<file path="src/sv/crcfp_pkg.sv">
// ----------------------------------------------------------------------------
// crcfp_pkg
// Shared types, constants and the CRC-16 byte step for the frame parser.
// ----------------------------------------------------------------------------
`default_nettype none

package crcfp_pkg;

  localparam int unsigned CountW = 10;
  localparam int unsigned IdLen  = 6;

  localparam logic [7:0]  MarkerReset = 8'hAA;
  localparam logic [7:0]  DistCmd     = 8'd44;
  localparam logic [31:0] DistLimit   = 32'd25000;

  typedef enum logic [2:0] {
    PH_HUNT     = 3'd0,
    PH_FLAGS_LO = 3'd1,
    PH_FLAGS_HI = 3'd2,
    PH_CMD      = 3'd3,
    PH_PAYLOAD  = 3'd4,
    PH_CRC_LO   = 3'd5,
    PH_CRC_HI   = 3'd6
  } phase_t;

  typedef enum logic [1:0] {
    KIND_IGNORED  = 2'd0,
    KIND_IDENTITY = 2'd1,
    KIND_DISTANCE = 2'd2
  } kind_t;

  typedef struct packed {
    kind_t       kind;
    logic [7:0]  command_id;
    logic [6:0]  payload_length;
    logic [14:0] distance_cm;
    logic        sensor_verified;
  } result_t;

  // CRC-16, polynomial 0x1021, one byte per call, nibble-table-free form.
  function automatic logic [15:0] crc_step(input logic [15:0] crc, input logic [7:0] b);
    logic [7:0] code;
    code = crc[15:8] ^ b;
    code = code ^ {4'b0000, code[7:4]};
    return {crc[7:0], 8'h00} ^ {code[3:0], 12'h000} ^ {3'b000, code, 5'b00000}
           ^ {8'h00, code};
  endfunction

  // Identity text expected at the start of the payload.
  function automatic logic [7:0] id_char(input logic [2:0] idx);
    logic [7:0] c;
    case (idx)
      3'd0:    c = 8'h47;
      3'd1:    c = 8'h52;
      3'd2:    c = 8'h46;
      3'd3:    c = 8'h32;
      3'd4:    c = 8'h35;
      3'd5:    c = 8'h30;
      default: c = 8'h00;
    endcase
    return c;
  endfunction

endpackage

`default_nettype wire

</file>
<file path="src/sv/crcfp_in_reg.sv">
// ----------------------------------------------------------------------------
// crcfp_in_reg
// Input register for received bytes; holds a beat until the parser takes it.
// ----------------------------------------------------------------------------
`default_nettype none

module crcfp_in_reg (
  input  wire logic       clk,
  input  wire logic       rst_n,
  input  wire logic       in_valid,
  output logic            in_stall,
  input  wire logic [7:0] in_rx_byte,
  input  wire logic       take,
  output logic            hold_valid,
  output logic [7:0]      hold_byte
);

  logic       valid_r, valid_nxt;
  logic [7:0] byte_r,  byte_nxt;

  assign in_stall   = valid_r && !take;
  assign hold_valid = valid_r;
  assign hold_byte  = byte_r;

  always_comb begin
    valid_nxt = valid_r;
    byte_nxt  = byte_r;
    if (take) begin
      valid_nxt = 1'b0;
    end
    if (in_valid && !in_stall) begin
      valid_nxt = 1'b1;
      byte_nxt  = in_rx_byte;
    end
  end

  always_ff @(posedge clk) begin
    if (!rst_n) begin
      valid_r <= 1'b0;
    end else begin
      valid_r <= valid_nxt;
    end
    byte_r <= byte_nxt;
  end

endmodule

`default_nettype wire

</file>
<file path="src/sv/crcfp_parser.sv">
// ----------------------------------------------------------------------------
// crcfp_parser
// Frame state machine: CRC accumulation, field capture and result decision.
// ----------------------------------------------------------------------------
`default_nettype none

module crcfp_parser #(
  parameter int unsigned MAX_PAYLOAD = 64
) (
  input  wire logic        clk,
  input  wire logic        rst_n,
  input  wire logic        step,
  input  wire logic [7:0]  rx_byte,
  input  wire logic [7:0]  start_marker,
  output logic             res_valid,
  output crcfp_pkg::result_t res
);

  localparam int unsigned CW = crcfp_pkg::CountW;
  localparam logic [CW:0] BodyMax = (CW + 1)'(MAX_PAYLOAD + 1);

  crcfp_pkg::phase_t phase_r, phase_nxt;
  logic [CW-1:0] body_r,     body_nxt;
  logic [CW-1:0] count_r,    count_nxt;
  logic [7:0]    cmd_r,      cmd_nxt;
  logic [15:0]   crc_r,      crc_nxt;
  logic [7:0]    crc_lo_r,   crc_lo_nxt;
  logic          id_match_r, id_match_nxt;
  logic [31:0]   dist_r,     dist_nxt;
  logic          verified_r, verified_nxt;

  logic [CW-1:0] count_inc;
  logic [CW-1:0] plen;

  assign count_inc = count_r + CW'(1);
  assign plen      = body_r - CW'(1);

  always_comb begin
    phase_nxt    = phase_r;
    body_nxt     = body_r;
    count_nxt    = count_r;
    cmd_nxt      = cmd_r;
    crc_nxt      = crc_r;
    crc_lo_nxt   = crc_lo_r;
    id_match_nxt = id_match_r;
    dist_nxt     = dist_r;
    verified_nxt = verified_r;
    res_valid    = 1'b0;
    res.kind            = crcfp_pkg::KIND_IGNORED;
    res.command_id      = cmd_r;
    res.payload_length  = plen[6:0];
    res.distance_cm     = 15'd0;
    res.sensor_verified = verified_r;

    case (phase_r)
      crcfp_pkg::PH_FLAGS_LO: begin
        crc_nxt   = crcfp_pkg::crc_step(crc_r, rx_byte);
        body_nxt  = {{(CW-2){1'b0}}, rx_byte[7:6]};
        phase_nxt = crcfp_pkg::PH_FLAGS_HI;
      end
      crcfp_pkg::PH_FLAGS_HI: begin
        crc_nxt  = crcfp_pkg::crc_step(crc_r, rx_byte);
        body_nxt = {rx_byte, body_r[1:0]};
        if (body_nxt == '0 || {1'b0, body_nxt} > BodyMax) begin
          phase_nxt = crcfp_pkg::PH_HUNT;
          body_nxt  = '0;
          count_nxt = '0;
        end else begin
          phase_nxt = crcfp_pkg::PH_CMD;
        end
      end
      crcfp_pkg::PH_CMD: begin
        crc_nxt      = crcfp_pkg::crc_step(crc_r, rx_byte);
        cmd_nxt      = rx_byte;
        count_nxt    = '0;
        id_match_nxt = 1'b1;
        dist_nxt     = '0;
        phase_nxt    = (body_r > CW'(1)) ? crcfp_pkg::PH_PAYLOAD : crcfp_pkg::PH_CRC_LO;
      end
      crcfp_pkg::PH_PAYLOAD: begin
        crc_nxt = crcfp_pkg::crc_step(crc_r, rx_byte);
        if (count_r < CW'(crcfp_pkg::IdLen)
            && rx_byte != crcfp_pkg::id_char(count_r[2:0])) begin
          id_match_nxt = 1'b0;
        end
        // The distance word is little endian in the first four payload bytes.
        if (count_r < CW'(4)) begin
          case (count_r[1:0])
            2'd0:    dist_nxt[7:0]   = rx_byte;
            2'd1:    dist_nxt[15:8]  = rx_byte;
            2'd2:    dist_nxt[23:16] = rx_byte;
            default: dist_nxt[31:24] = rx_byte;
          endcase
        end
        count_nxt = count_inc;
        if ({1'b0, count_inc} + (CW + 1)'(1) >= {1'b0, body_r}) begin
          phase_nxt = crcfp_pkg::PH_CRC_LO;
        end
      end
      crcfp_pkg::PH_CRC_LO: begin
        crc_lo_nxt = rx_byte;
        phase_nxt  = crcfp_pkg::PH_CRC_HI;
      end
      crcfp_pkg::PH_CRC_HI: begin
        phase_nxt = crcfp_pkg::PH_HUNT;
        body_nxt  = '0;
        count_nxt = '0;
        if ({rx_byte, crc_lo_r} == crc_r) begin
          res_valid = 1'b1;
          if (!verified_r) begin
            if (plen >= CW'(crcfp_pkg::IdLen) && id_match_r) begin
              verified_nxt = 1'b1;
              res.kind     = crcfp_pkg::KIND_IDENTITY;
            end
          end else if (cmd_r == crcfp_pkg::DistCmd && plen >= CW'(4)
                       && dist_r < crcfp_pkg::DistLimit) begin
            res.kind        = crcfp_pkg::KIND_DISTANCE;
            res.distance_cm = dist_r[14:0];
          end
          res.sensor_verified = verified_nxt;
        end
      end
      default: begin
        // Hunting, and any phase code that means nothing.
        body_nxt  = '0;
        count_nxt = '0;
        phase_nxt = crcfp_pkg::PH_HUNT;
        if (rx_byte == start_marker) begin
          crc_nxt   = crcfp_pkg::crc_step(16'h0000, rx_byte);
          phase_nxt = crcfp_pkg::PH_FLAGS_LO;
        end
      end
    endcase
  end

  always_ff @(posedge clk) begin
    if (!rst_n) begin
      phase_r    <= crcfp_pkg::PH_HUNT;
      body_r     <= '0;
      count_r    <= '0;
      cmd_r      <= '0;
      crc_r      <= '0;
      crc_lo_r   <= '0;
      id_match_r <= 1'b1;
      dist_r     <= '0;
      verified_r <= 1'b0;
    end else if (step) begin
      phase_r    <= phase_nxt;
      body_r     <= body_nxt;
      count_r    <= count_nxt;
      cmd_r      <= cmd_nxt;
      crc_r      <= crc_nxt;
      crc_lo_r   <= crc_lo_nxt;
      id_match_r <= id_match_nxt;
      dist_r     <= dist_nxt;
      verified_r <= verified_nxt;
    end
  end

  a_result_only_at_crc_end: assert property (@(posedge clk) disable iff (!rst_n)
    res_valid |-> phase_r == crcfp_pkg::PH_CRC_HI)
    else $error("result raised outside the CRC high byte");

  a_verified_sticky: assert property (@(posedge clk) disable iff (!rst_n)
    verified_r |=> verified_r)
    else $error("verified flag cleared");

  a_distance_legal: assert property (@(posedge clk) disable iff (!rst_n)
    (res_valid && res.kind == crcfp_pkg::KIND_DISTANCE)
      |-> (verified_r && cmd_r == crcfp_pkg::DistCmd && dist_r < crcfp_pkg::DistLimit))
    else $error("distance reported without verification or in range");

endmodule

`default_nettype wire

</file>
<file path="src/sv/crcfp_out_reg.sv">
// ----------------------------------------------------------------------------
// crcfp_out_reg
// Result register; loads a finished frame result and holds it while stalled.
// ----------------------------------------------------------------------------
`default_nettype none

module crcfp_out_reg (
  input  wire logic               clk,
  input  wire logic               rst_n,
  input  wire logic               load,
  input  wire logic               load_valid,
  input  wire crcfp_pkg::result_t load_res,
  output logic                    free,
  output logic                    out_valid,
  input  wire logic               out_stall,
  output crcfp_pkg::result_t      out_res
);

  logic               valid_r, valid_nxt;
  crcfp_pkg::result_t res_r,   res_nxt;

  assign free      = !valid_r || !out_stall;
  assign out_valid = valid_r;
  assign out_res   = res_r;

  always_comb begin
    valid_nxt = valid_r && out_stall;
    res_nxt   = res_r;
    if (load) begin
      valid_nxt = load_valid;
      res_nxt   = load_res;
    end
  end

  always_ff @(posedge clk) begin
    if (!rst_n) begin
      valid_r <= 1'b0;
    end else begin
      valid_r <= valid_nxt;
    end
    res_r <= res_nxt;
  end

endmodule

`default_nettype wire

</file>
<file path="src/sv/crc_checked_frame_parser_core.sv">
// ----------------------------------------------------------------------------
// crc_checked_frame_parser_core
// Byte-stream deframer with CRC-16 check, identity latch and distance decode.
// ----------------------------------------------------------------------------
// Usage: received serial bytes enter on the in_ channel (in_valid/in_stall),
// one byte per beat. Frame results leave on the out_ channel
// (out_valid/out_stall), one beat per frame whose CRC checks out; bytes that
// complete no frame produce nothing. The cfg_ channel writes the start marker
// byte; cfg_ready is always high and writes belong to idle periods.
// Throughput is one byte per cycle while the out_ channel does not stall.
// A byte is parsed while it sits in the input register and its outcome loads
// the result register at the edge where the parser takes it; out_valid rises
// once the last byte of a frame has passed both registers. The parse state
// advances only when the result register can take the outcome of the byte.
// While the out_ channel stalls a result, the input register holds at most
// one more byte and then stalls the sender; that byte is parsed at the edge
// where the result is taken.
// Reset (rst_n low at a clock edge) empties both registers, returns the parser
// to hunting, clears the verified flag and restores the marker to 0xAA.
// ----------------------------------------------------------------------------
`default_nettype none

module crc_checked_frame_parser_core #(
  parameter int unsigned MAX_PAYLOAD = 64
) (
  input  wire logic        clk,
  input  wire logic        rst_n,
  input  wire logic        in_valid,
  output logic             in_stall,
  input  wire logic [7:0]  in_rx_byte,
  output logic             out_valid,
  input  wire logic        out_stall,
  output logic [1:0]       out_result_kind,
  output logic [7:0]       out_command_id,
  output logic [6:0]       out_payload_length,
  output logic [14:0]      out_distance_cm,
  output logic             out_sensor_verified,
  input  wire logic        cfg_valid,
  output logic             cfg_ready,
  input  wire logic [7:0]  cfg_start_marker
);

  logic               hold_valid;
  logic [7:0]         hold_byte;
  logic               out_free;
  logic               step;
  logic               res_valid;
  crcfp_pkg::result_t res;
  crcfp_pkg::result_t out_res;
  logic [7:0]         marker_r, marker_nxt;

  assign cfg_ready  = 1'b1;
  assign marker_nxt = (cfg_valid && cfg_ready) ? cfg_start_marker : marker_r;

  always_ff @(posedge clk) begin
    if (!rst_n) begin
      marker_r <= crcfp_pkg::MarkerReset;
    end else begin
      marker_r <= marker_nxt;
    end
  end

  assign step = hold_valid && out_free;

  crcfp_in_reg u_in_reg (
    .clk        (clk),
    .rst_n      (rst_n),
    .in_valid   (in_valid),
    .in_stall   (in_stall),
    .in_rx_byte (in_rx_byte),
    .take       (step),
    .hold_valid (hold_valid),
    .hold_byte  (hold_byte)
  );

  crcfp_parser #(
    .MAX_PAYLOAD (MAX_PAYLOAD)
  ) u_parser (
    .clk          (clk),
    .rst_n        (rst_n),
    .step         (step),
    .rx_byte      (hold_byte),
    .start_marker (marker_r),
    .res_valid    (res_valid),
    .res          (res)
  );

  crcfp_out_reg u_out_reg (
    .clk        (clk),
    .rst_n      (rst_n),
    .load       (step),
    .load_valid (res_valid),
    .load_res   (res),
    .free       (out_free),
    .out_valid  (out_valid),
    .out_stall  (out_stall),
    .out_res    (out_res)
  );

  assign out_result_kind     = out_res.kind;
  assign out_command_id      = out_res.command_id;
  assign out_payload_length  = out_res.payload_length;
  assign out_distance_cm     = out_res.distance_cm;
  assign out_sensor_verified = out_res.sensor_verified;

  a_stall_cause: assert property (@(posedge clk) disable iff (!rst_n)
    in_stall |-> (hold_valid && out_valid && out_stall))
    else $error("input stalled without a blocked result");

  a_out_hold: assert property (@(posedge clk) disable iff (!rst_n)
    (out_valid && out_stall) |=> (out_valid && $stable(out_res)))
    else $error("stalled result changed or dropped");

  a_result_next_cycle: assert property (@(posedge clk) disable iff (!rst_n)
    (step && res_valid) |=> out_valid)
    else $error("finished frame did not reach the result register");

endmodule

`default_nettype wire
</file>
<file path="config.mk">
export PLATFORM = sky130hd
export DESIGN_NAME = crc_checked_frame_parser_core
export DESIGN_NICKNAME = d
export VERILOG_FILES = /design/src/sv/crcfp_pkg.sv /design/src/sv/crcfp_in_reg.sv /design/src/sv/crcfp_parser.sv /design/src/sv/crcfp_out_reg.sv /design/src/sv/crc_checked_frame_parser_core.sv
export SDC_FILE = /design/constraint.sdc
export NUM_CORES = 1
export LEC_CHECK = 0
export BUFFER_PORTS_ARGS = -buffer_cell sky130_fd_sc_hd__buf_2
export CELL_PAD_IN_SITES_DETAIL_PLACEMENT = 1
export CELL_PAD_IN_SITES_GLOBAL_PLACEMENT = 1
export CORE_ASPECT_RATIO = 1.25
export CORE_MARGIN = 2
export CORE_UTILIZATION = 45
export CTS_CLUSTER_SIZE = 24
export DETAILED_ROUTE_END_ITERATION = 16
export HOLD_SLACK_MARGIN = 0.12
export PLACE_DENSITY = 0.76
export REMOVE_ABC_BUFFERS = 1
export SKIP_LAST_GASP = 1
export SYNTH_ARGS = -nofsm -noshare
export SYNTH_HDL_FRONTEND = slang
export SYNTH_SLANG_ARGS = --single-unit
</file>
<file path="constraint.sdc">
create_clock -name clk -period 3.75 [get_ports clk]
set_input_delay 0.75 -clock clk [delete_from_list [all_inputs] [get_ports clk]]
set_output_delay 0.75 -clock clk [all_outputs]
set_load 0.005 [all_outputs]
</file>
=== Word level (Yosys, flattened, before mapping) ===
Index checks and enable logic that the tools add are counted.

* Bits in registers: 140
* Bits of input ports: 21
* Logic and storage cells: 142

* Add/subtract/negate cells: 3
* $lt $le $gt $ge: 8
* Eq/ne operators: 25
* Muxes and demuxes: 33
* Bitwise gates (word level): 11
* Reductions and logical operators: 40

{| class="wikitable"
|+ Operators with widths
! operator !! count
|-
| case mux 32 bit (2 select lines) || 1
|-
| case mux 10 bit (3 select lines) || 2
|-
| case mux 7 bit (6 select lines) || 1
|-
| two-way mux 8 bit || 5
|-
| less-than comparator 32 x 15 -> 1 bit (second input constant) || 1
|-
| two-way mux 32 bit || 1
|-
| case mux 16 bit (2 select lines) || 1
|-
| bitwise XOR 16 x 13 -> 16 bit || 2
|-
| bitwise XOR 16 x 8 -> 16 bit || 2
|-
| >= comparator 10 x 3 -> 1 bit (second input constant) || 2
|-
| less-than comparator 10 x 3 -> 1 bit (second input constant) || 2
|-
| two-way mux 10 bit || 2
|-
| AND reduction 4 bit || 5
|-
| case mux 3 bit (6 select lines) || 1
|-
| == test 16 bit || 1
|-
| two-way mux 16 bit || 1
|-
| bitwise XOR 16 bit || 1
|-
| bitwise XOR 8 x 4 -> 8 bit || 2
|-
| == test 3 bit (second input constant) || 5
|-
| AND reduction 3 bit || 5
|-
| two-way mux 1 bit || 13
|-
| == test 3 x 2 -> 1 bit (second input constant) || 4
|-
| adder 10 x 1 -> 11 bit (second input constant) || 1
|-
| >= comparator 11 x 10 -> 1 bit || 1
|-
| other kinds (28) || 58
|}

=== Depth between registers and ports, before layout ===
Gate-level depths: netlist of the first run.

* Depth in word-level cells: 8
* Depth in mapped cells: 17

=== Cells and area by module ===
From an unflattened synthesis of the first run, not the netlist that was laid out.

* Cell total of the unflattened synthesis: 765
* Area, all modules: 7370.8 um2

{| class="wikitable"
|+ Modules (own cells, without submodules)
! module !! times used !! cells an instance !! area an instance (um2) !! seq. area each (um2)
|-
| crcfp_parser || 1 || 687 || 5739.3 || 1781.7
|-
| crcfp_out_reg || 1 || 38 || 1034.7 || 1011.0
|-
| crc_checked_frame_parser_core || 1 || 28 || 309.0 || 160.2
|-
| crcfp_in_reg || 1 || 12 || 287.8 || 260.2
|}

=== Worst setup path after synthesis of the first run ===
Ideal clock, no wire load.

* Kind: register to register
* From: register u_parser.count_r[0]
* To: register u_parser.phase_r[1]
* Setup time: 118 ps
* Data arrival time: 2935 ps
* Required time: 3632 ps
* Setup slack: 697 ps
* Stages on the path, launching flop included: 18
* Buffers on the path: 2
* Clock period less this slack: 3053 ps
* Cells stage by stage: dfxtp_1 > clkbuf_1 > inv_1 > ha_1 > clkbuf_1 > nor2b_1 > o22ai_1 > a21oi_1 > o2bb2ai_1 > nand2_1 > xnor2_1 > ha_1 > a21oi_1 > o21ai_0 > a21oi_1 > o21ai_0 > o2bb2ai_1 > o2111a_1

* Cells in the longest elaborated chain, start to end: 5

{| class="wikitable"
|+ RTL lines
! what !! line !! source
|-
| start, declared || crcfp_parser.sv:24 || <nowiki>logic [CW-1:0] count_r, count_nxt;</nowiki>
|-
| start signal, assigned || crcfp_parser.sv:150 || <nowiki>count_r <= count_nxt;</nowiki>
|-
| adder 10 x 1 -> 10 bit || crcfp_parser.sv:35 || <nowiki>assign count_inc = count_r + CW'(1);</nowiki>
|-
| adder 10 x 1 -> 11 bit || crcfp_parser.sv:96 || <nowiki>if ({1'b0, count_inc} + (CW + 1)'(1) >= {1'b0, body_r}) begin</nowiki>
|-
| >= comparator 11 x 10 -> 1 bit || crcfp_parser.sv:96 ||
|-
| != test 2 x 1 -> 1 bit (no line) || -- ||
|-
| AND reduction 2 bit (no line) || -- ||
|-
| end signal, assigned || crcfp_parser.sv:138 || <nowiki>phase_r <= crcfp_pkg::PH_HUNT;</nowiki>
|-
| end signal, assigned || crcfp_parser.sv:148 || <nowiki>phase_r <= phase_nxt;</nowiki>
|-
| end, declared || crcfp_parser.sv:22 || <nowiki>crcfp_pkg::phase_t phase_r, phase_nxt;</nowiki>
|}

No other way between the ends.
A chain may end at the register's enable or synchronous reset.

=== Worst setup path after layout of the first run ===
* From: register u_parser.count_r[1]
* To: register u_parser.phase_r[1]

Same word-level chain as after synthesis.

==> results.md, run 1 <==
- Async SR Flop Fraction: 0
- Clk root buf: clkbuf_16
- CP required: 4070 ps
- Leakage: ~3.2 nW
- Fin crit share: 0.884
- Synth cell types: 64
- Drt via density: about 5.5
- Power share of the clock group: 0.480
- Worst-Margin Slew: around 940 ps
- Post-route minimum period: between 3000 and 4000 ps
- Setup violations, final: 0
- Slew headroom: 0.369
- Ant. Diodes: 0
- Antenna violations before repair: 0
- FMAX: approximately 300 MHz
- CTS H-tree depth: 4
- Gate power share: 0.089
- DR WL/cell: between 15 and 20 um
- Post-CTS setup buffer count: 0
- Primary FF master, synth: dfxtp_1
- Share of power burned in registers: 0.431
- Setup TNS Final: 0 ps
- Final instance count without filler cells: between 1000 and 1500
- Register bit total from synthesis: 140
- Yosys top cell area share: 0.269
- Drt first pass iters: 6
- CTS tree: built
- Pwr/cell area: approximately 450 nW/um2
- Worst vdd ir: between 0.2 and 0.25 mV
- Global placement routability congestion: roughly 0.84
- Die H: about 150 um
- Iteration-0 DRC Markers: about 300
- DRC Markers: 0
- Post-synth EDFFs: slightly above 40
- Average cell area after synthesis: ~9.4 um2
- Min-delay worst type: reg2reg
- Synth top area cells: dfxtp_1, edfxtp_1, xnor2_1
- Layout cell share with drive strength beyond 1: 0.138
- Worst-path clk slew: roughly 60 ps
- Clock tree buffer depth: 2
- Initial Utilization: 0.458
- Leading area contributor after synthesis: dfxtp_1
- Final core occ: 0.526
- Pin count of the biggest net entering global routing: 46
- Pint: 2.86 mW
- Hpwl dp: 14100 um
- Sw Ratio: 0.245
- Final Hold Viols: 0
- Worst Skew: between 10 and 15 ps
- Type of origin of the critical path: register
- Psw: 0.928 mW
- Worst Path Max Fanout: 12
- P&R area growth vs syn: 14.9%
- Yosys warns: 0
- Total grt overflow: 0
- GR Util All Layers: 0.235
- Final Max Tran Viols: 0
- Critical Path End Type: register
- Width of the die: 118 um
- Worst Path Class, Setup: reg2reg
- Placed insts: 1022
- Netlist Area Pre-Place: around 7400 um2
- Nets@finish: approximately 860
- CTS sink cnt: 140
- # IOs: 57
- Worst path arrival time: between 3000 and 4000 ps
- Die area: between 15000 and 20000 um2
- Post-synthesis sequential area ratio: 0.437
- CTS-repair resized insts: 0
- Std-Cell Rows: between 50 and 60
- Inserted Clock Buffers: 17
- Cell count after synthesis: approximately 790
- Number of global-route vias before repair: 6195
- Routed vias: ~5800
- First-pass GRT wire length: ~32000 um
- Clock latency on the worst-skew pair: approximately 430 ps
- Total routed wirelength: 19600 um
- Unrepaired setup endpoints after global routing: false
- Max-Cap Viols: 0
- Hold_buf cts: 0
- Number of nets still failing antenna checks after routing: 0
- Status: completed
- IO Port Bufs: between 50 and 60
- Core ar.: approximately 16000 um2
state kept, by name, indices dropped and copies added (netlist names):
name,cells
u_out_reg.out_res,33
u_parser.dist_r,32
u_parser.crc_r,16
u_parser.body_r,10
u_parser.count_r,10
marker_r,8
u_in_reg.hold_byte,8
u_parser.cmd_r,8
u_parser.crc_lo_r,8
u_parser.phase_r,3
u_in_reg.hold_valid,1
u_out_reg.out_valid,1
u_parser.id_match_r,1
u_parser.verified_r,1
kinds of logic (layout without fill, tap and decap cells):
kind of cell	after synthesis	count (layout)	share of synthesized area
compound gates	142	142	0.129
xor+xnor	86	86	0.102
fa+ha+maj	17	17	0.0289
buf+inv	73	126	0.0405
flops	140	140	0.437
simple gates	280	280	0.200
other cells	1	1	0.000510
mux	46	46	0.0626
cell usage after synthesis (4+ instances only):
| master | instances |
|---|---|
| a21boi_0 | 35 |
| a21oi_1 | 18 |
| a22oi_1 | 4 |
| a31oi_1 | 5 |
| and2_1 | 32 |
| buf_2 | 4 |
| clkbuf_1 | 41 |
| dfxtp_1 | 99 |
| edfxtp_1 | 41 |
| ha_1 | 17 |
| inv_1 | 22 |
| mux2i_1 | 46 |
| nand2_1 | 83 |
| nand2b_1 | 4 |
| nand3_1 | 21 |
| nand4_1 | 10 |
| nor2_1 | 36 |
| nor2b_1 | 49 |
| nor3_1 | 7 |
| nor4_1 | 11 |
| o21ai_0 | 48 |
| or4_1 | 4 |
| xnor2_1 | 57 |
| xor2_1 | 29 |
placed cells by master, fill, tap and decap left out, types with 3 or more instances in the layout:
cell,synthesis,layout
a21boi_0,35,35
nand4_1,10,10
o221a_2,3,3
a31oi_1,5,5
bufinv_16,0,3
nor4_1,11,11
nand3_1,21,21
o21a_1,3,3
buf_2,4,55
ha_1,17,17
edfxtp_1,41,41
clkbuf_16,0,18
and2_1,32,32
inv_6,0,3
nand2b_1,4,4
xnor2_1,57,57
a21oi_1,18,18
nor3_1,7,7
xor2_1,29,29
or3_1,3,3
buf_4,1,17
a22oi_1,4,4
nand4b_1,3,3
inv_8,0,3
or4_1,4,4
o21ai_0,48,48
mux2i_1,46,46
nand2_1,83,83
dfxtp_1,99,99
inv_1,22,22
nor2b_1,49,49
a211oi_1,3,3
nor2_1,36,36
and3_1,3,3
metal layers:
layer / vias up / routed length (um) / share of wire / track usage
met1: 2844 / 8160 / 0.42 / 0.267
met4: 0 / 417 / 0.021 / 0.0898
met3: 32 / 630 / 0.032 / 0.0415
li1: 2793 / - / - / -
met5: - / 0 / 0 / 0
met2: 122 / 10400 / 0.53 / 0.433
worst paths after layout:
kind                        from                    end  slack, ps  cells after the start
min            u_parser.cmd_r[5]  u_out_reg.out_res[28]        480                      0
min reg2reg    u_parser.cmd_r[5]  u_out_reg.out_res[28]        480                      0
max          u_parser.count_r[1]    u_parser.phase_r[1]        440                     12
max reg2reg  u_parser.count_r[1]    u_parser.phase_r[1]        440                     12
layout make-up:
type | count | area, um2
clock buffer | 20 | 468
clock inverter | 12 | 171
fill | 1858 | 7620
inverter | 22 | 82.6
multi-input combinational | 572 | 3850
sequential | 140 | 3210
tap | 216 | 270
timing repair buffer | 72 | 403
power groups by stage:
stage	Sequential [mW]	Clock [mW]	Combinational, mW
floorplan	1.66	0	0.210
global placement	1.66	0	0.321
detailed placement	1.67	0	0.334
CTS	1.63	1.84	0.340
global route	1.64	1.91	0.371
finish	1.63	1.82	0.337
per-stage QoR:
step | hold slack, ps | area [um2] | setup slack, ps | power [mW]
global placement | 458 | 7820 | 673 | 1.98
CTS | 475 | 8450 | 429 | 3.82
floorplan | 422 | 7140 | 492 | 1.87
global route | 480 | 8450 | 195 | 3.92
detailed placement | 460 | 7820 | 467 | 2.00
finish | 479 | 8450 | 435 | 3.79
worst max-delay path, stage by stage, from the launching register on:
cell,delay [ps]
dfxtp_1,360
ha_1,440
nor2b_1,270
o21ai_0,170
or3_1,390
nor2b_1,170
o21ai_0,130
xnor2_1,150
ha_1,330
a211oi_1,210
o21ai_0,180
o2bb2ai_1,180
o2111a_1,230
Power figures use the tool's default switching activity.
==> run 2: changes to the inputs <==
Settings changed: RECOVER_POWER set to 100.
==> results.md, run 2 (synthesized netlist as in run 1, its figures left out) <==
- Leakage: between 3 and 4 nW
- Setup TNS Final: 0 ps
- Worst Skew: 11.2 ps
- IO Port Bufs: 55
- Fin crit share: 0.901
- Hold_buf cts: 0
- Cell Chain, Critical Path: nor2_1, xnor2_1, clkbuf_1, o21ai_0, clkbuf_1, mux2i_1, nor2b_1
- Max stage delay cell, worst path: o21ai_0
- Drt first pass iters: 4
- Width of the die: between 100 and 150 um
- Clk root buf: clkbuf_16
- RR Startpoint: u_parser.phase_r[1]
- Pin count of the biggest net entering global routing: 46
- Nets@finish: around 860
- Unrepaired setup endpoints after global routing: false
- Most used cell, CP: clkbuf_1
- Post-route minimum period: 3380 ps
- Drt via density: around 5.5
- FF-to-FF End: u_parser.crc_r[1]
- Final Hold Viols: 0
- Max reg flops: 33
- CTS-repair resized insts: 0
- FMAX: between 200 and 300 MHz
- Slew headroom: -0.111
- # IOs: 57
- Status: complete, but fails checks
- Final Max Tran Viols: 55
- Inserted Clock Buffers: 17
- Die area: 17400 um2
- Start point of the critical path: u_parser.phase_r[1]
- Worst-Margin Slew: between 1500 and 2000 ps
- Iteration-0 DRC Markers: slightly above 300
- Core ar.: about 16000 um2
- Min-delay worst type: reg2reg
- Std-Cell Rows: between 50 and 60
- CTS tree: built
- Worst vdd ir: about 0.25 mV
- Total grt overflow: 0
- Critical path endpoint: u_parser.crc_r[1]
- Commonest non-fill, non-tap cell in the layout: dfxtp_1
- R2R Setup Slk: about 370 ps
- Setup violations, final: 0
- Max-Cap Viols: 2
- FF-to-FF path depth: 7
- Die H: 147 um
- Initial Utilization: 0.458
- Clock latency on the worst-skew pair: ~430 ps
- Post-CTS setup buffer count: 0
- Antenna violations before repair: 0
- First-pass GRT wire length: between 30000 and 40000 um
- Worst-path clk slew: approximately 70 ps
- Leading cell types in the layout, fill and taps excluded: dfxtp_1, nand2_1, xnor2_1, nor2b_1, o21ai_0
- Number of global-route vias before repair: between 6000 and 7000
- DR WL/cell: 18.6 um
- Ant. Diodes: 0
- Final core occ: 0.522
- Routed vias: a little under 6000
- CTS H-tree depth: 4
- Worst path arrival time: between 3000 and 4000 ps
- Worst Path Class, Setup: reg2reg
- Layout cell share with drive strength beyond 1: 0.109
- Beginning of the worst hold path: u_parser.cmd_r[5]
- Clock tree buffer depth: 2
- Pwr/cell area: around 450 nW/um2
- GR Util All Layers: 0.235
- Total routed wirelength: 19600 um
- Critical Path End Type: register
- DRC Markers: 0
- P&R area growth vs syn: 14.0%
- Worst Path Max Fanout: 18
- Number of nets still failing antenna checks after routing: 0
- Crit-path max cell delay: around 1100 ps
- Hpwl dp: around 14000 um
- Failing checks: capacitance limit, slew limit
- Type of origin of the critical path: register
- CTS sink cnt: 140
- Global placement routability congestion: 0.840
- CP required: a little over 4000 ps
[run 2: cell types whose count changed in the layout (fill, tap and decap cells not counted), sizes merged]
| cell | change |
|---|---|
| buf | -22 |
| clkbuf | +22 |
[run 2: area by class of cell]
cell class | instances | area, um2
clock buffers | 20 | 468
clock inverters | 12 | 171
fillers | 1867 | 7680
inverters | 22 | 82.6
multi-input cells | 572 | 3820
flip-flops and latches | 140 | 3210
well taps | 216 | 270
repair buffers | 72 | 360
[run 2: worst min path at each step]
stage,cells after the start,to
3_3_place_gp,0,u_out_reg.out_res[28]
4_1_cts,0,u_out_reg.out_res[29]
5_1_grt,1,u_in_reg.hold_byte[3]
3_5_place_dp,0,u_out_reg.out_res[29]
6_report,0,u_out_reg.out_res[28]
2_1_floorplan,0,u_out_reg.out_res[28]
[run 2: worst max-delay path: cells and delay by family, from the launching register on]
kind	cells	cell delay [ps]
multiplexers	1	320
AND/OR/NAND/NOR	2	240
buffers and inverters	2	970
flip-flops	1	500
AO/OA/AOI/OAI	1	1070
XOR/XNOR	1	150
[run 2: power breakdown]
group / switching (mW) / internal [mW] / leakage [nW] / total [mW]
Sequential: 0.0400 / 1.59 / 1.19 / 1.63
Clock: 0.691 / 1.12 / 0.313 / 1.81
Combinational: 0.194 / 0.139 / 1.59 / 0.333
Total: 0.925 / 2.86 / 3.09 / 3.78
[run 2: metal layers]
layer  GRT usage  wire (um)  up-vias
met4      0.0898        417        0
met1       0.267       8160     2847
met5           0          0        -
li1            -          -     2795
met2       0.433      10400      115
met3      0.0415        589       31
[run 2: metrics by stage]
step	area, um2	hold slack [ps]	setup slack (ps)	cells	power (mW)
final	8390	478	372	1054	3.78
after global routing	8390	480	149	1054	3.92
after CTS	8450	475	429	1054	3.82
after detailed placement	7820	460	467	1022	2.00
after global placement	7820	458	673	1022	1.98
after floorplan	7140	422	492	734	1.87
==> run 3: changes to the inputs <==
Settings changed: CORE_UTILIZATION 45 to 42, PLACE_DENSITY 0.76 to 0.75.
Clock period 3.75 ns to 2.75 ns, I/O delays scaled along.
==> results.md, run 3 (synthesized netlist as in run 1, its figures left out) <==
- Slew headroom: 0.0216
- Max stage delay cell, worst path: or4_1
- Min-delay worst type: in2reg
- Hpwl dp: between 15000 and 20000 um
- Post-route minimum period: approximately 2800 ps
- Die H: roughly 150 um
- Ant. Diodes: 0
- P&R area growth vs syn: 21.9%
- CTS H-tree depth: 4
- Hold_ws: 296 ps
- R2R Setup Slk: -0.4 ps
- Hold_buf cts: 0
- Type of origin of the critical path: register
- Post-route cell area: around 9000 um2
- Max-Cap Viols: 0
- FF-to-FF End: u_out_reg.out_res[11]
- FMAX: between 300 and 400 MHz
- Leakage: roughly 3.4 nW
- Std-Cell Rows: 54
- Number of global-route vias before repair: between 6000 and 7000
- CP required: 3050 ps
- Width of the die: ~120 um
- Die area: approximately 19000 um2
- Setup ws final: -0.371 ps
- Commonest non-fill, non-tap cell in the layout: dfxtp_1
- Initial Utilization: 0.425
- Worst Skew: just under 8 ps
- Layout cell share with drive strength beyond 1: 0.204
- Total grt overflow: 0
- Core ar.: 17300 um2
- IO Port Bufs: 55
- CTS sink cnt: 140
- Worst vdd ir: 0.361 mV
- Clk root buf: clkbuf_16
- Cell Chain, Critical Path: xnor2_1, nand4_1, or4_1, or3_4, a2111oi_4, buf_6, and2_1
- Number of nets still failing antenna checks after routing: 0
- Routed vias: about 6000
- FF-to-FF path depth: 7
- Pin count of the biggest net entering global routing: between 50 and 60
- Worst Path Class, Setup: reg2reg
- Beginning of the worst hold path: in_rx_byte[1]
- Leading cell types in the layout, fill and taps excluded: dfxtp_1, nand2_1, xnor2_1, buf_4, mux2i_1
- Clock latency on the worst-skew pair: between 400 and 500 ps
- Iteration-0 DRC Markers: between 300 and 400
- GR Util All Layers: 0.234
- Final Hold Viols: 0
- Hold-critical path endpoint: u_in_reg.hold_byte[1]
- Pwr/cell area: approximately 560 nW/um2
- First-pass GRT wire length: around 34000 um
- Depth of the worst hold-timing path: 1
- Global placement routability congestion: 0.871
- Nets@finish: just over 900
- Setup violations, final: 1
- Total routed wirelength: about 21000 um
- Worst path arrival time: a little over 3000 ps
- Drt first pass iters: 4
- Fin crit share: 1.00
- CTS tree: built
- Critical Path End Type: register
- Unrepaired setup endpoints after global routing: true
- # IOs: between 50 and 60
- Failing checks: setup timing
- Final Max Tran Viols: 0
- Worst-Margin Slew: 1470 ps
- Max reg flops: 33
- DRC Markers: 0
- Inserted Clock Buffers: 17
- Antenna violations before repair: 0
- DP Area: about 8000 um2
- Status: complete, but fails checks
- Pre-CTS setup slack: -193 ps
- Worst-path clk slew: roughly 70 ps
- Drt via density: 5.42
- DR WL/cell: around 19 um
- Crit-path max cell delay: between 500 and 600 ps
- RR Startpoint: u_in_reg.hold_byte[1]
- Clock tree buffer depth: 2
- Worst Path Max Fanout: 16
[run 3: cell types whose count changed in the layout (fill, tap and decap cells not counted), sizes merged]
cell	before	now
buf	50	96
clkbuf	42	45
inv	28	30
clkinvlp	1	2
clkinv	2	3
bufinv	3	2
[run 3: worst max path at each step]
stage,slack (ps),cells after the start,endpoint,startpoint
floorplan,-340,12,u_parser.phase_r[1],u_parser.count_r[0]
global placement,-60,12,u_parser.phase_r[1],u_parser.count_r[0]
detailed placement,-190,12,u_parser.phase_r[1],u_parser.count_r[1]
CTS,-4,11,u_parser.phase_r[1],u_parser.count_r[2]
global route,-150,12,u_parser.phase_r[1],u_parser.count_r[0]
finish,-0.4,7,u_out_reg.out_res[11],u_in_reg.hold_byte[1]
[run 3: stage by stage]
step	setup TNS, ps	power [mW]	utilization	instances
after floorplan	-1830	2.55	-	734
after global placement	-102	2.73	0.474	1079
after detailed placement	-358	2.75	0.474	1079
after CTS	-4.36	5.11	0.512	1112
after global routing	-1170	5.24	0.519	1114
final	-0.371	5.06	0.519	1114
[run 3: per-layer routing]
metal  GRT usage  wire length [um]  part of all wire  vias to the layer above
li1            -                 -                 -                     2898
met1       0.271              8810              0.41                     2967
met2       0.422             11200              0.53                      130
met3      0.0375               649             0.031                       45
met4      0.0963               614             0.029                        0
met5           0                 0                 0                        -
[run 3: area by class of cell]
class,count,area [um2]
timing repair buffer,124,757
multi-input combinational,572,4020
sequential,140,3220
inverter,22,82.6
clock buffer,17,425
clock inverter,15,181
tap,224,280
fill,2023,8330
[run 3: worst max-delay path: cells and delay by family, from the launching register on]
family	cells	cell delay [ps]
buffers and inverters	1	190
AOI/OAI and AO/OA	1	350
and+or+nand+nor	4	1340
xor gates and xnor gates	1	220
DFF	1	500
[run 3: repair_timing]
item                       CTS  global route
gates resized for setup     21            42
pin swaps                    6            13
setup endpoints to repair   17            23
buffers inserted             1             2
[run 3: where the power goes]
part	leakage, nW	switching, mW	internal [mW]	total, mW
registers	1.20	0.0429	2.17	2.21
clock network	0.291	0.974	1.37	2.35
logic	1.89	0.290	0.209	0.499
total	3.38	1.31	3.75	5.06
